==> src/rtl/microwire_eeprom_master_macros.svh <==
// Assertion macros used by the Microwire EEPROM master sequencer RTL.
`ifndef MICROWIRE_EEPROM_MASTER_MACROS_SVH
`define MICROWIRE_EEPROM_MASTER_MACROS_SVH

// Clocked assertion, skipped while reset is high.
`define MWE_ASSERT(label, clk, rst, prop, msg) \
   label: assert property (@(posedge clk) disable iff (rst) (prop)) else $error(msg);

// Clocked assertion that also holds during reset.
`define MWE_ASSERT_ALWAYS(label, clk, prop, msg) \
   label: assert property (@(posedge clk) (prop)) else $error(msg);

`endif

==> src/rtl/mwe_pkg.sv <==
// Shared types and constants of the Microwire EEPROM master.
`timescale 1ns / 1ps
`default_nettype none
package mwe_pkg;

   localparam int MAX_ADDR_BITS = 12;
   localparam int MIN_ADDR_BITS = 6;
   localparam int DATA_W        = 16;
   localparam int ABITS_W       = 4;
   localparam int TMO_W         = 14;
   localparam int OP_W          = 3;
   // two opcode bits, address, data
   localparam int SHIFT_W       = 2 + MAX_ADDR_BITS + DATA_W;
   localparam int CNT_W         = $clog2(SHIFT_W + 1);
   localparam int IDX_W         = $clog2(SHIFT_W);

   localparam logic [TMO_W-1:0]   TIMEOUT_RESET   = TMO_W'(10000);
   localparam logic [ABITS_W-1:0] ADDR_BITS_RESET = ABITS_W'(MIN_ADDR_BITS);

   // command codes
   localparam logic [OP_W-1:0] OP_TICK  = 3'd0;
   localparam logic [OP_W-1:0] OP_READ  = 3'd1;
   localparam logic [OP_W-1:0] OP_WRITE = 3'd2;
   localparam logic [OP_W-1:0] OP_ERAL  = 3'd3;
   localparam logic [OP_W-1:0] OP_EWEN  = 3'd4;
   localparam logic [OP_W-1:0] OP_EWDS  = 3'd5;

   // register indexes
   localparam int CSR_IDX_W  = 2;
   localparam int CSR_DATA_W = TMO_W;
   localparam logic [CSR_IDX_W-1:0] CSR_ADDR_BITS = 2'd0;
   localparam logic [CSR_IDX_W-1:0] CSR_WORD_16   = 2'd1;
   localparam logic [CSR_IDX_W-1:0] CSR_TIMEOUT   = 2'd2;

   typedef struct packed {
      logic [ABITS_W-1:0] addr_bits;
      logic               word_16;
      logic [TMO_W-1:0]   busy_timeout;
   } cfg_type;

   typedef struct packed {
      logic [OP_W-1:0]          opcode;
      logic [MAX_ADDR_BITS-1:0] address;
      logic [DATA_W-1:0]        write_data;
      logic                     do_pin;
   } req_type;

   typedef struct packed {
      logic              cs_pin;
      logic              sk_pin;
      logic              di_pin;
      logic              busy_res;
      logic [DATA_W-1:0] read_data;
      logic              read_valid;
      logic              timeout_error;
      logic              done_res;
   } rsp_type;

endpackage
`default_nettype wire

==> src/rtl/mwe_csr.sv <==
// Configuration registers of the Microwire EEPROM master.
`timescale 1ns / 1ps
`default_nettype none
module mwe_csr (
   input  wire                               clock,
   input  wire                               reset,
   input  wire                               csr_valid,
   output logic                              csr_ready,
   input  wire  [mwe_pkg::CSR_IDX_W-1:0]     csr_index,
   input  wire  [mwe_pkg::CSR_DATA_W-1:0]    csr_data,
   output mwe_pkg::cfg_type                  cfg
);

   mwe_pkg::cfg_type cfg_ff, cfg_in;

   assign csr_ready = 1'b1;
   assign cfg       = cfg_ff;

   // update the addressed register, ignore unknown indexes
   always_comb begin
      cfg_in = cfg_ff;
      if (csr_valid) begin
         unique case (csr_index)
            mwe_pkg::CSR_ADDR_BITS: cfg_in.addr_bits    = csr_data[mwe_pkg::ABITS_W-1:0];
            mwe_pkg::CSR_WORD_16:   cfg_in.word_16      = csr_data[0];
            mwe_pkg::CSR_TIMEOUT:   cfg_in.busy_timeout = csr_data[mwe_pkg::TMO_W-1:0];
            default:                cfg_in = cfg_ff;
         endcase
      end
   end

   always_ff @(posedge clock) begin
      if (reset) begin
         cfg_ff.addr_bits    <= mwe_pkg::ADDR_BITS_RESET;
         cfg_ff.word_16      <= 1'b0;
         cfg_ff.busy_timeout <= mwe_pkg::TIMEOUT_RESET;
      end else begin
         cfg_ff <= cfg_in;
      end
   end

endmodule
`default_nettype wire

==> src/rtl/mwe_engine.sv <==
// Frame sequencer of the Microwire EEPROM master: one half clock period per request.
`timescale 1ns / 1ps
`default_nettype none
`include "microwire_eeprom_master_macros.svh"
module mwe_engine (
   input  wire               clock,
   input  wire               reset,
   input  wire               fire,
   input  mwe_pkg::req_type  req,
   input  mwe_pkg::cfg_type  cfg,
   output mwe_pkg::rsp_type  rsp
);

   localparam logic [4:0] PH_IDLE    = 5'd0;
   localparam logic [4:0] PH_START   = 5'd1;
   localparam logic [4:0] PH_TX_LO   = 5'd2;
   localparam logic [4:0] PH_TX_HI   = 5'd3;
   localparam logic [4:0] PH_DUM_LO  = 5'd4;
   localparam logic [4:0] PH_DUM_HI  = 5'd5;
   localparam logic [4:0] PH_RX_LO   = 5'd6;
   localparam logic [4:0] PH_RX_HI   = 5'd7;
   localparam logic [4:0] PH_W_LO    = 5'd8;
   localparam logic [4:0] PH_W_CSLO  = 5'd9;
   localparam logic [4:0] PH_W_CSHI  = 5'd10;
   localparam logic [4:0] PH_W_SKHI  = 5'd11;
   localparam logic [4:0] PH_POLL    = 5'd12;
   localparam logic [4:0] PH_POLL_HI = 5'd13;
   localparam logic [4:0] PH_END_LO  = 5'd14;
   localparam logic [4:0] PH_END_HI  = 5'd15;
   localparam logic [4:0] PH_FIN     = 5'd16;

   localparam int SW = mwe_pkg::SHIFT_W;
   localparam int CW = mwe_pkg::CNT_W;
   localparam int AW = mwe_pkg::MAX_ADDR_BITS;
   localparam int DW = mwe_pkg::DATA_W;
   localparam int TW = mwe_pkg::TMO_W;

   logic [4:0]                phase_ff, phase_in;
   logic [CW-1:0]             bit_count_ff, bit_count_in;
   logic [SW-1:0]             out_shift_ff, out_shift_in;
   logic [DW-1:0]             in_shift_ff, in_shift_in;
   logic [TW-1:0]             poll_count_ff, poll_count_in;
   logic [2:0]                pins_ff, pins_in;   // {di, sk, cs}
   logic [mwe_pkg::OP_W-1:0]  active_ff, active_in;

   logic [mwe_pkg::ABITS_W-1:0] eff_a;
   logic [CW-1:0]               word_len;
   logic [AW-1:0]               addr_m;
   logic [DW-1:0]               wdata_m;
   logic [SW-1:0]               hdr;
   logic [CW-1:0]               tx_idx;
   logic [CW-1:0]               bc_dec;
   logic                        tx_di;

   // clamp the address width and build the frame words
   always_comb begin
      if (cfg.addr_bits < mwe_pkg::ABITS_W'(mwe_pkg::MIN_ADDR_BITS)) begin
         eff_a = mwe_pkg::ABITS_W'(mwe_pkg::MIN_ADDR_BITS);
      end else if (cfg.addr_bits > mwe_pkg::ABITS_W'(AW)) begin
         eff_a = mwe_pkg::ABITS_W'(AW);
      end else begin
         eff_a = cfg.addr_bits;
      end
      word_len = cfg.word_16 ? CW'(16) : CW'(8);
      addr_m   = req.address & ~({AW{1'b1}} << eff_a);
      wdata_m  = cfg.word_16 ? req.write_data : {8'h00, req.write_data[7:0]};
      hdr      = (SW'(1) << eff_a) | SW'(addr_m);
   end

   // pick the next frame bit, MSB first
   always_comb begin
      tx_idx = bit_count_ff - CW'(1);
      bc_dec = (bit_count_ff != '0) ? bit_count_ff - CW'(1) : bit_count_ff;
      if (bit_count_ff != '0 && bit_count_ff <= CW'(SW)) begin
         tx_di = out_shift_ff[tx_idx[mwe_pkg::IDX_W-1:0]];
      end else begin
         tx_di = 1'b0;
      end
   end

   // advance the sequencer by one half period
   always_comb begin
      phase_in      = phase_ff;
      bit_count_in  = bit_count_ff;
      out_shift_in  = out_shift_ff;
      in_shift_in   = in_shift_ff;
      poll_count_in = poll_count_ff;
      pins_in       = pins_ff;
      active_in     = active_ff;
      rsp           = '0;

      unique case (phase_ff)
         PH_IDLE: begin
            if (req.opcode >= mwe_pkg::OP_READ && req.opcode <= mwe_pkg::OP_EWDS) begin
               active_in    = req.opcode;
               bit_count_in = CW'(eff_a) + CW'(2);
               unique case (req.opcode)
                  mwe_pkg::OP_READ:  out_shift_in = (SW'(2) << eff_a) | SW'(addr_m);
                  mwe_pkg::OP_WRITE: begin
                     out_shift_in = (hdr << word_len) | SW'(wdata_m);
                     bit_count_in = CW'(eff_a) + CW'(2) + word_len;
                  end
                  mwe_pkg::OP_ERAL:  out_shift_in = SW'(1) << (eff_a - 4'd1);
                  mwe_pkg::OP_EWEN:  out_shift_in = SW'(3) << (eff_a - 4'd2);
                  default:           out_shift_in = '0;
               endcase
               pins_in  = 3'b101;
               phase_in = PH_START;
            end else begin
               pins_in = 3'b000;
            end
         end
         PH_START: begin
            pins_in  = 3'b111;
            phase_in = PH_TX_LO;
         end
         PH_TX_LO: begin
            pins_in  = {tx_di, 2'b01};
            phase_in = PH_TX_HI;
         end
         PH_TX_HI: begin
            pins_in      = {pins_ff[2], 2'b11};
            bit_count_in = bc_dec;
            if (bc_dec != '0) begin
               phase_in = PH_TX_LO;
            end else if (active_ff == mwe_pkg::OP_READ) begin
               phase_in = PH_DUM_LO;
            end else if (active_ff == mwe_pkg::OP_WRITE || active_ff == mwe_pkg::OP_ERAL) begin
               phase_in = PH_W_LO;
            end else begin
               phase_in = PH_FIN;
            end
         end
         PH_FIN: begin
            pins_in      = 3'b010;
            rsp.done_res = 1'b1;
            phase_in     = PH_IDLE;
         end
         PH_DUM_LO: begin
            pins_in  = 3'b001;
            phase_in = PH_DUM_HI;
         end
         PH_DUM_HI: begin
            pins_in      = 3'b011;
            bit_count_in = word_len;
            in_shift_in  = '0;
            phase_in     = PH_RX_LO;
         end
         PH_RX_LO: begin
            pins_in  = 3'b001;
            phase_in = PH_RX_HI;
         end
         PH_RX_HI: begin
            in_shift_in  = {in_shift_ff[DW-2:0], req.do_pin};
            pins_in      = 3'b011;
            bit_count_in = bc_dec;
            if (bc_dec == '0) begin
               // reuse the ready path to close the frame
               phase_in      = PH_POLL;
               poll_count_in = '0;
               active_in     = mwe_pkg::OP_READ;
            end else begin
               phase_in = PH_RX_LO;
            end
         end
         PH_W_LO: begin
            pins_in  = 3'b001;
            phase_in = PH_W_CSLO;
         end
         PH_W_CSLO: begin
            pins_in  = 3'b000;
            phase_in = PH_W_CSHI;
         end
         PH_W_CSHI: begin
            pins_in  = 3'b001;
            phase_in = PH_W_SKHI;
         end
         PH_W_SKHI: begin
            pins_in       = 3'b011;
            poll_count_in = '0;
            phase_in      = PH_POLL;
         end
         PH_POLL: begin
            if (active_ff == mwe_pkg::OP_READ || req.do_pin) begin
               pins_in  = 3'b010;
               phase_in = PH_END_LO;
            end else if (poll_count_ff >= cfg.busy_timeout) begin
               pins_in           = 3'b000;
               rsp.timeout_error = 1'b1;
               rsp.done_res      = 1'b1;
               phase_in          = PH_IDLE;
            end else begin
               pins_in  = 3'b001;
               phase_in = PH_POLL_HI;
            end
         end
         PH_POLL_HI: begin
            pins_in = 3'b011;
            if (poll_count_ff != {TW{1'b1}}) begin
               poll_count_in = poll_count_ff + TW'(1);
            end
            phase_in = PH_POLL;
         end
         PH_END_LO: begin
            pins_in  = 3'b000;
            phase_in = PH_END_HI;
         end
         PH_END_HI: begin
            pins_in      = 3'b010;
            rsp.done_res = 1'b1;
            if (active_ff == mwe_pkg::OP_READ) begin
               rsp.read_valid = 1'b1;
               rsp.read_data  = in_shift_ff;
            end
            phase_in = PH_IDLE;
         end
         default: begin
            pins_in  = 3'b000;
            phase_in = PH_IDLE;
         end
      endcase

      rsp.cs_pin   = pins_in[0];
      rsp.sk_pin   = pins_in[1];
      rsp.di_pin   = pins_in[2];
      rsp.busy_res = (phase_in != PH_IDLE);
   end

   // hold state unless a request is taken
   always_ff @(posedge clock) begin
      if (reset) begin
         phase_ff      <= PH_IDLE;
         bit_count_ff  <= '0;
         out_shift_ff  <= '0;
         in_shift_ff   <= '0;
         poll_count_ff <= '0;
         pins_ff       <= '0;
         active_ff     <= mwe_pkg::OP_TICK;
      end else if (fire) begin
         phase_ff      <= phase_in;
         bit_count_ff  <= bit_count_in;
         out_shift_ff  <= out_shift_in;
         in_shift_ff   <= in_shift_in;
         poll_count_ff <= poll_count_in;
         pins_ff       <= pins_in;
         active_ff     <= active_in;
      end
   end

   `MWE_ASSERT(a_state_holds, clock, reset, !fire |=> $stable(phase_ff),
      "phase moved without a request")
   `MWE_ASSERT(a_tx_count, clock, reset,
      (phase_ff == PH_TX_LO) |-> (bit_count_ff != '0 && bit_count_ff <= CW'(SW)),
      "frame bit count out of range")
   `MWE_ASSERT(a_poll_step, clock, reset,
      (fire && phase_ff == PH_POLL_HI && poll_count_ff != {TW{1'b1}})
         |=> (poll_count_ff == $past(poll_count_ff) + TW'(1)),
      "poll counter did not advance")

endmodule
`default_nettype wire

==> src/rtl/microwire_eeprom_master.sv <==
// Top level of the Microwire EEPROM master: request and result registers around the sequencer.
//
//  channel   dir   handshake             payload
//  req_      in    req_tvalid/tready     tuser opcode, tdata address/write_data/do_pin
//  rsp_      out   rsp_tvalid/tready     tdata pins/busy/read_data/timeout, tuser, tlast
//  csr_      in    csr_valid/csr_ready   csr_index, csr_data
//
// One request per cycle while the result register has room; each result passes through
// the request register and then the result register.
// Reset clears the sequencer and both valid flags and loads the configuration registers' defaults.
// While rsp_tready is low the result register holds; the request register still
// fills, and req_tready falls only once both registers are full.
`timescale 1ns / 1ps
`default_nettype none
module microwire_eeprom_master (
   input  wire                             clock,
   input  wire                             reset,
   input  wire                             req_tvalid,
   output logic                            req_tready,
   // opcode[2:0]
   input  wire  [2:0]                      req_tuser,
   // address[11:0], write_data[27:12], do_pin[28], zero[31:29]
   input  wire  [31:0]                     req_tdata,
   output logic                            rsp_tvalid,
   input  wire                             rsp_tready,
   // cs_pin[0], sk_pin[1], di_pin[2], busy_res[3], read_data[19:4],
   // timeout_error[20], zero[23:21]
   output logic [23:0]                     rsp_tdata,
   // read_valid[0]
   output logic                            rsp_tuser,
   // done_res
   output logic                            rsp_tlast,
   input  wire                             csr_valid,
   output logic                            csr_ready,
   input  wire  [mwe_pkg::CSR_IDX_W-1:0]   csr_index,
   input  wire  [mwe_pkg::CSR_DATA_W-1:0]  csr_data
);

   mwe_pkg::cfg_type cfg;
   mwe_pkg::req_type req_ff, req_in;
   mwe_pkg::rsp_type rsp_ff, rsp_next;
   logic             req_v_ff, rsp_v_ff;
   logic             out_free, fire;

   mwe_csr u_csr (
      .clock     (clock),
      .reset     (reset),
      .csr_valid (csr_valid),
      .csr_ready (csr_ready),
      .csr_index (csr_index),
      .csr_data  (csr_data),
      .cfg       (cfg)
   );

   mwe_engine u_engine (
      .clock (clock),
      .reset (reset),
      .fire  (fire),
      .req   (req_ff),
      .cfg   (cfg),
      .rsp   (rsp_next)
   );

   // unpack the incoming request
   always_comb begin
      req_in.opcode     = req_tuser;
      req_in.address    = req_tdata[11:0];
      req_in.write_data = req_tdata[27:12];
      req_in.do_pin     = req_tdata[28];
   end

   // move a request into the result register when it has room
   assign out_free   = !rsp_v_ff || rsp_tready;
   assign fire       = req_v_ff && out_free;
   assign req_tready = !req_v_ff || fire;

   always_ff @(posedge clock) begin
      if (reset) begin
         req_v_ff <= 1'b0;
         rsp_v_ff <= 1'b0;
      end else begin
         if (req_tready) begin
            req_v_ff <= req_tvalid;
         end
         if (out_free) begin
            rsp_v_ff <= fire;
         end
      end
   end

   always_ff @(posedge clock) begin
      if (req_tvalid && req_tready) begin
         req_ff <= req_in;
      end
      if (fire) begin
         rsp_ff <= rsp_next;
      end
   end

   // pack the result
   assign rsp_tvalid = rsp_v_ff;
   assign rsp_tdata  = {3'b000, rsp_ff.timeout_error, rsp_ff.read_data, rsp_ff.busy_res,
                        rsp_ff.di_pin, rsp_ff.sk_pin, rsp_ff.cs_pin};
   assign rsp_tuser  = rsp_ff.read_valid;
   assign rsp_tlast  = rsp_ff.done_res;

endmodule
`default_nettype wire
==> config.mk <==
export PLATFORM = sky130hd
export DESIGN_NAME = microwire_eeprom_master
export DESIGN_NICKNAME = d
export VERILOG_FILES = /design/src/rtl/mwe_pkg.sv /design/src/rtl/mwe_csr.sv /design/src/rtl/mwe_engine.sv /design/src/rtl/microwire_eeprom_master.sv
export VERILOG_INCLUDE_DIRS = /design/src /design/src/rtl
export SDC_FILE = /design/constraint.sdc
export NUM_CORES = 1
export LEC_CHECK = 0
export ABC_AREA = 0
export BUFFER_PORTS_ARGS = -buffer_cell sky130_fd_sc_hd__buf_4
export CAP_MARGIN = 20
export CORE_ASPECT_RATIO = 1.4
export CORE_UTILIZATION = 42
export DETAILED_ROUTE_END_ITERATION = 8
export SYNTH_ARGS = -nofsm -noshare
export SYNTH_HDL_FRONTEND = slang
export SYNTH_HIERARCHICAL = 1
export SYNTH_SLANG_ARGS = --single-unit
==> constraint.sdc <==
create_clock -name clock -period 3 [get_ports clock]
set_clock_uncertainty 0.15 [all_clocks]
set_input_delay 0 -clock clock [delete_from_list [all_inputs] [get_ports clock]]
set_output_delay 0 -clock clock [all_outputs]
set_load 0.1 [all_outputs]
==> results_dict.tcl <==
set metrics [dict create \
    path_class "reg -> reg" \
    worst_skew_pair.late_latency_ps 430 \
    diodes 0 \
    slew-limit-headroom 0.413 \
    cts_made_buffers 17 \
    num-nets-final 1086 \
    place_hpwl_microns 13900 \
    via_per_inst 5.39 \
    fin_hold_ws_ps 128 \
    finalHoldViolCount 0 \
    tns_ps 0 \
    rows 59 \
    post_synth_num_cell_types 74 \
    swShare 0.257 \
    crit_path_start_kind "register" \
    async_flop_share 0 \
    drc 0 \
    tightest_slew_ps 880 \
    worstPathMaxFanout 5 \
    cts.sinks 150 \
    critical_path_required_ps 3150 \
    grt_max_degree 48 \
    layout.cells.non_filler 1255 \
    syn-mean-instance-area_sq_um 9.23 \
    grt_pass1_vias 6479 \
    path_common_cell "o21ai_0" \
    wl_microns 19800 \
    cts_tree "done" \
    hold_depth 2 \
    p_sw_mw 1.32 \
    initial_utilization 0.430 \
    crit_chain "inv_1 -> and3_1 -> o21ai_0 -> inv_1 -> ha_1 -> o21ai_0 -> o21ai_0 -> a31oi_1 -> a31o_2 -> a21oi_1" \
    drtPass1Iterations 5 \
    finalSetupViolCount 0 \
    synthToLayoutAreaGrowth_pct 26.0 \
    place.gp.congestion 0.937 \
    period_needed_ps 2690 \
    worstHoldPathType "in -> reg" \
    setup_slack_ps 305 \
    yosys_register_bits 150 \
    crit_path_top_delay_cell "o21ai_0" \
    yosysSeqAreaShare 0.443 \
    dp_slack_ps 326 \
    p_seq_frac 0.429 \
    grt_antenna_before_repair 0 \
    power.leakage_nw 3.87 \
    h-tree-depth 4 \
    power.density_nw_per_um2 510 \
    first_iter_violations 461 \
    slew_violations 0 \
    dieWidth_microns 119 \
    comb_power_share 0.132 \
    layout-drive-gt1-share 0.169 \
    fmax_mhz 371 \
    antenna_left 0 \
    die-area_sq_um 19700 \
    p_total_mw 5.16 \
    wl_per_cell_microns 15.8 \
    synth_warnings 6 \
    syn-instance-count 870 \
    ios 85 \
    grt_overflow 0 \
    worstSetupEndpointType "register" \
    grt_pass1_wl_microns 32100 \
    die_y_microns 166 \
    rsz0062_at_grt "no" \
    port-buffer-count 77 \
    min_period_over_period 0.898 \
    ir_drop_mv 0.398 \
    power_frac_clock 0.439 \
    r2r_cells 10 \
    synth_flop_cell "dfxtp_1" \
    vias 6769 \
    dpl.cell_count 1165 \
    worst_ep_arrival_time_ps 2840 \
    status "complete, no violations" \
    slowest_delay_ps 520 \
    netlist_area_sq_um 8030 \
    root_buffer "clkbuf_16" \
    maxCapViolations 0 \
    synth_edf_count 55 \
    internal_power_mw 3.83 \
    core_area_sq_um 18700 \
    path_clk_slew_ps 60 \
    grt_usage 0.208 \
    max-clock-path-buffers 2 \
]
-- final timing paths --
check / startpoint / end / slack (ps)
hold / removal: req_tdata[7] / req_ff[24]$_DFFE_PP_ / 130
setup reg to reg: u_csr/cfg[18]$_SDFFE_PP0P_ / u_engine/out_shift_ff[10]$_SDFFE_PP0P_ / 310
setup / recovery: u_csr/cfg[18]$_SDFFE_PP0P_ / u_engine/out_shift_ff[10]$_SDFFE_PP0P_ / 310
hold reg to reg: u_engine/out_shift_ff[8]$_SDFFE_PP0P_ / u_engine/out_shift_ff[8]$_SDFFE_PP0P_ / 300
-- layer usage --
metal  share of wire  vias up  routed length [microns]  global-route usage
li1                -     3384                        -                   -
met1            0.45     3189                     8860               0.256
met2            0.49      163                     9700               0.356
met3           0.033       33                      655              0.0333
met4           0.028        0                      563              0.0990
met5               0        -                        0                   0
-- cell type report --
class	instances	area, sq um
Inverter	36	135
Clock buffer	18	429
Multi-Input combinational cell	621	4060
Tap cell	244	305
Timing Repair Buffer	172	1440
Fill cell	1706	8560
Sequential cell	150	3550
Clock inverter	14	196
-- synth_stat cells, types with 3 or more instances --
cell / n / area [sq um]
a211oi_1: 5 / 37.5
inv_1: 36 / 135
buf_2: 12 / 60.1
clkbuf_1: 44 / 165
mux4_2: 7 / 158
or4_1: 3 / 22.5
nand2b_1: 28 / 175
or2_2: 4 / 25.0
nor3b_1: 9 / 67.6
nand3b_1: 4 / 30.0
o21ai_0: 45 / 225
o21a_1: 5 / 37.5
a31o_2: 5 / 43.8
nand3_1: 21 / 105
nand4_1: 6 / 37.5
a221oi_1: 3 / 26.3
dfxtp_1: 95 / 1900
a22o_1: 4 / 35.0
ha_1: 32 / 400
o211ai_1: 4 / 30.0
a22oi_1: 35 / 263
xnor2_1: 3 / 26.3
a21oi_1: 54 / 270
and2_1: 24 / 150
nor2_1: 88 / 330
o31ai_1: 4 / 30.0
or3b_1: 5 / 43.8
a21o_1: 16 / 120
buf_1: 3 / 11.3
nor4_1: 4 / 25.0
edfxtp_1: 55 / 1650
a31oi_1: 14 / 87.6
mux2i_1: 31 / 310
buf_4: 4 / 30.0
nand2_1: 62 / 233
nor3_1: 20 / 100
a222oi_1: 3 / 30.0
nor2b_1: 10 / 62.6
and3_1: 6 / 37.5
or3_1: 13 / 81.3
xor2_1: 3 / 26.3
-- cell usage in the layout (no fill, tap or decap), drive strengths merged, types with 10 or more instances in the layout --
master,n
edfxtp,55
nor2,89
nand2b,28
nor3,20
clkbuf,18
or3,13
dfxtp,95
ha,32
dlygate4sd3,58
a21oi,55
a31oi,14
nor3b,10
inv,40
a21o,16
nand2,62
o21ai,45
buf,114
mux2i,31
nand3,21
and2,26
a22oi,35
nor2b,10
-- logic make-up after synthesis --
logic type / count (synthesis) / synth area share
and+or+nand+nor: 320 / 0.206
AOI/OAI and AO/OA: 220 / 0.180
DFF: 150 / 0.443
buffers and inverters: 101 / 0.0539
muxes: 39 / 0.0597
adders and majority gates: 32 / 0.0499
xor gates and xnor gates: 6 / 0.00655
other: 2 / 0.000935
-- power by group through the flow --
| stage | clock [mW] | combinational [mW] | sequential [mW] |
|---|---|---|---|
| finish | 2.26 | 0.681 | 2.21 |
| global route | 2.39 | 0.734 | 2.22 |
| CTS | 2.31 | 0.678 | 2.22 |
| detailed placement | 0 | 0.618 | 2.26 |
| global placement | 0 | 0.617 | 2.26 |
| floorplan | 0 | 0.328 | 2.36 |
-- critical path: cells and delay by family (launching register included) --
| kind | cells | cell delay [ps] |
|---|---|---|
| flops | 1 | 340 |
| compound gates | 6 | 1390 |
| fa+ha+maj | 1 | 300 |
| buf+inv | 2 | 240 |
| simple gates | 1 | 150 |
-- state kept, by name, indices dropped and copies added (netlist names) --
signal and count:
u_engine/out_shift_ff 30, u_csr/cfg 19, u_engine/active_ff 3, rsp_tvalid 1, u_engine/poll_count_ff 14, u_engine/bit_count_ff 5, u_engine/phase_ff 5, rsp_tuser 1
u_engine/pins_ff 1, rsp_tlast 1, req_v_ff 1, req_ff 32, rsp_tdata 21, u_engine/in_shift_ff 16
-- repair_timing --
action,4_1_cts,5_1_grt
endpoints found under the hold margin,76,0
setup buffers,0,0
hold buffers,58,0
resized for setup,0,0
-- metrics by stage --
step                      cell area [sq um]   util
after global routing                  10100  0.542
after CTS                             10100  0.542
after detailed placement               8910  0.477
after floorplan                        8050      -
final                                 10100  0.542
after global placement                 8910  0.477
Note: power is estimated with default switching activity, not from simulation.
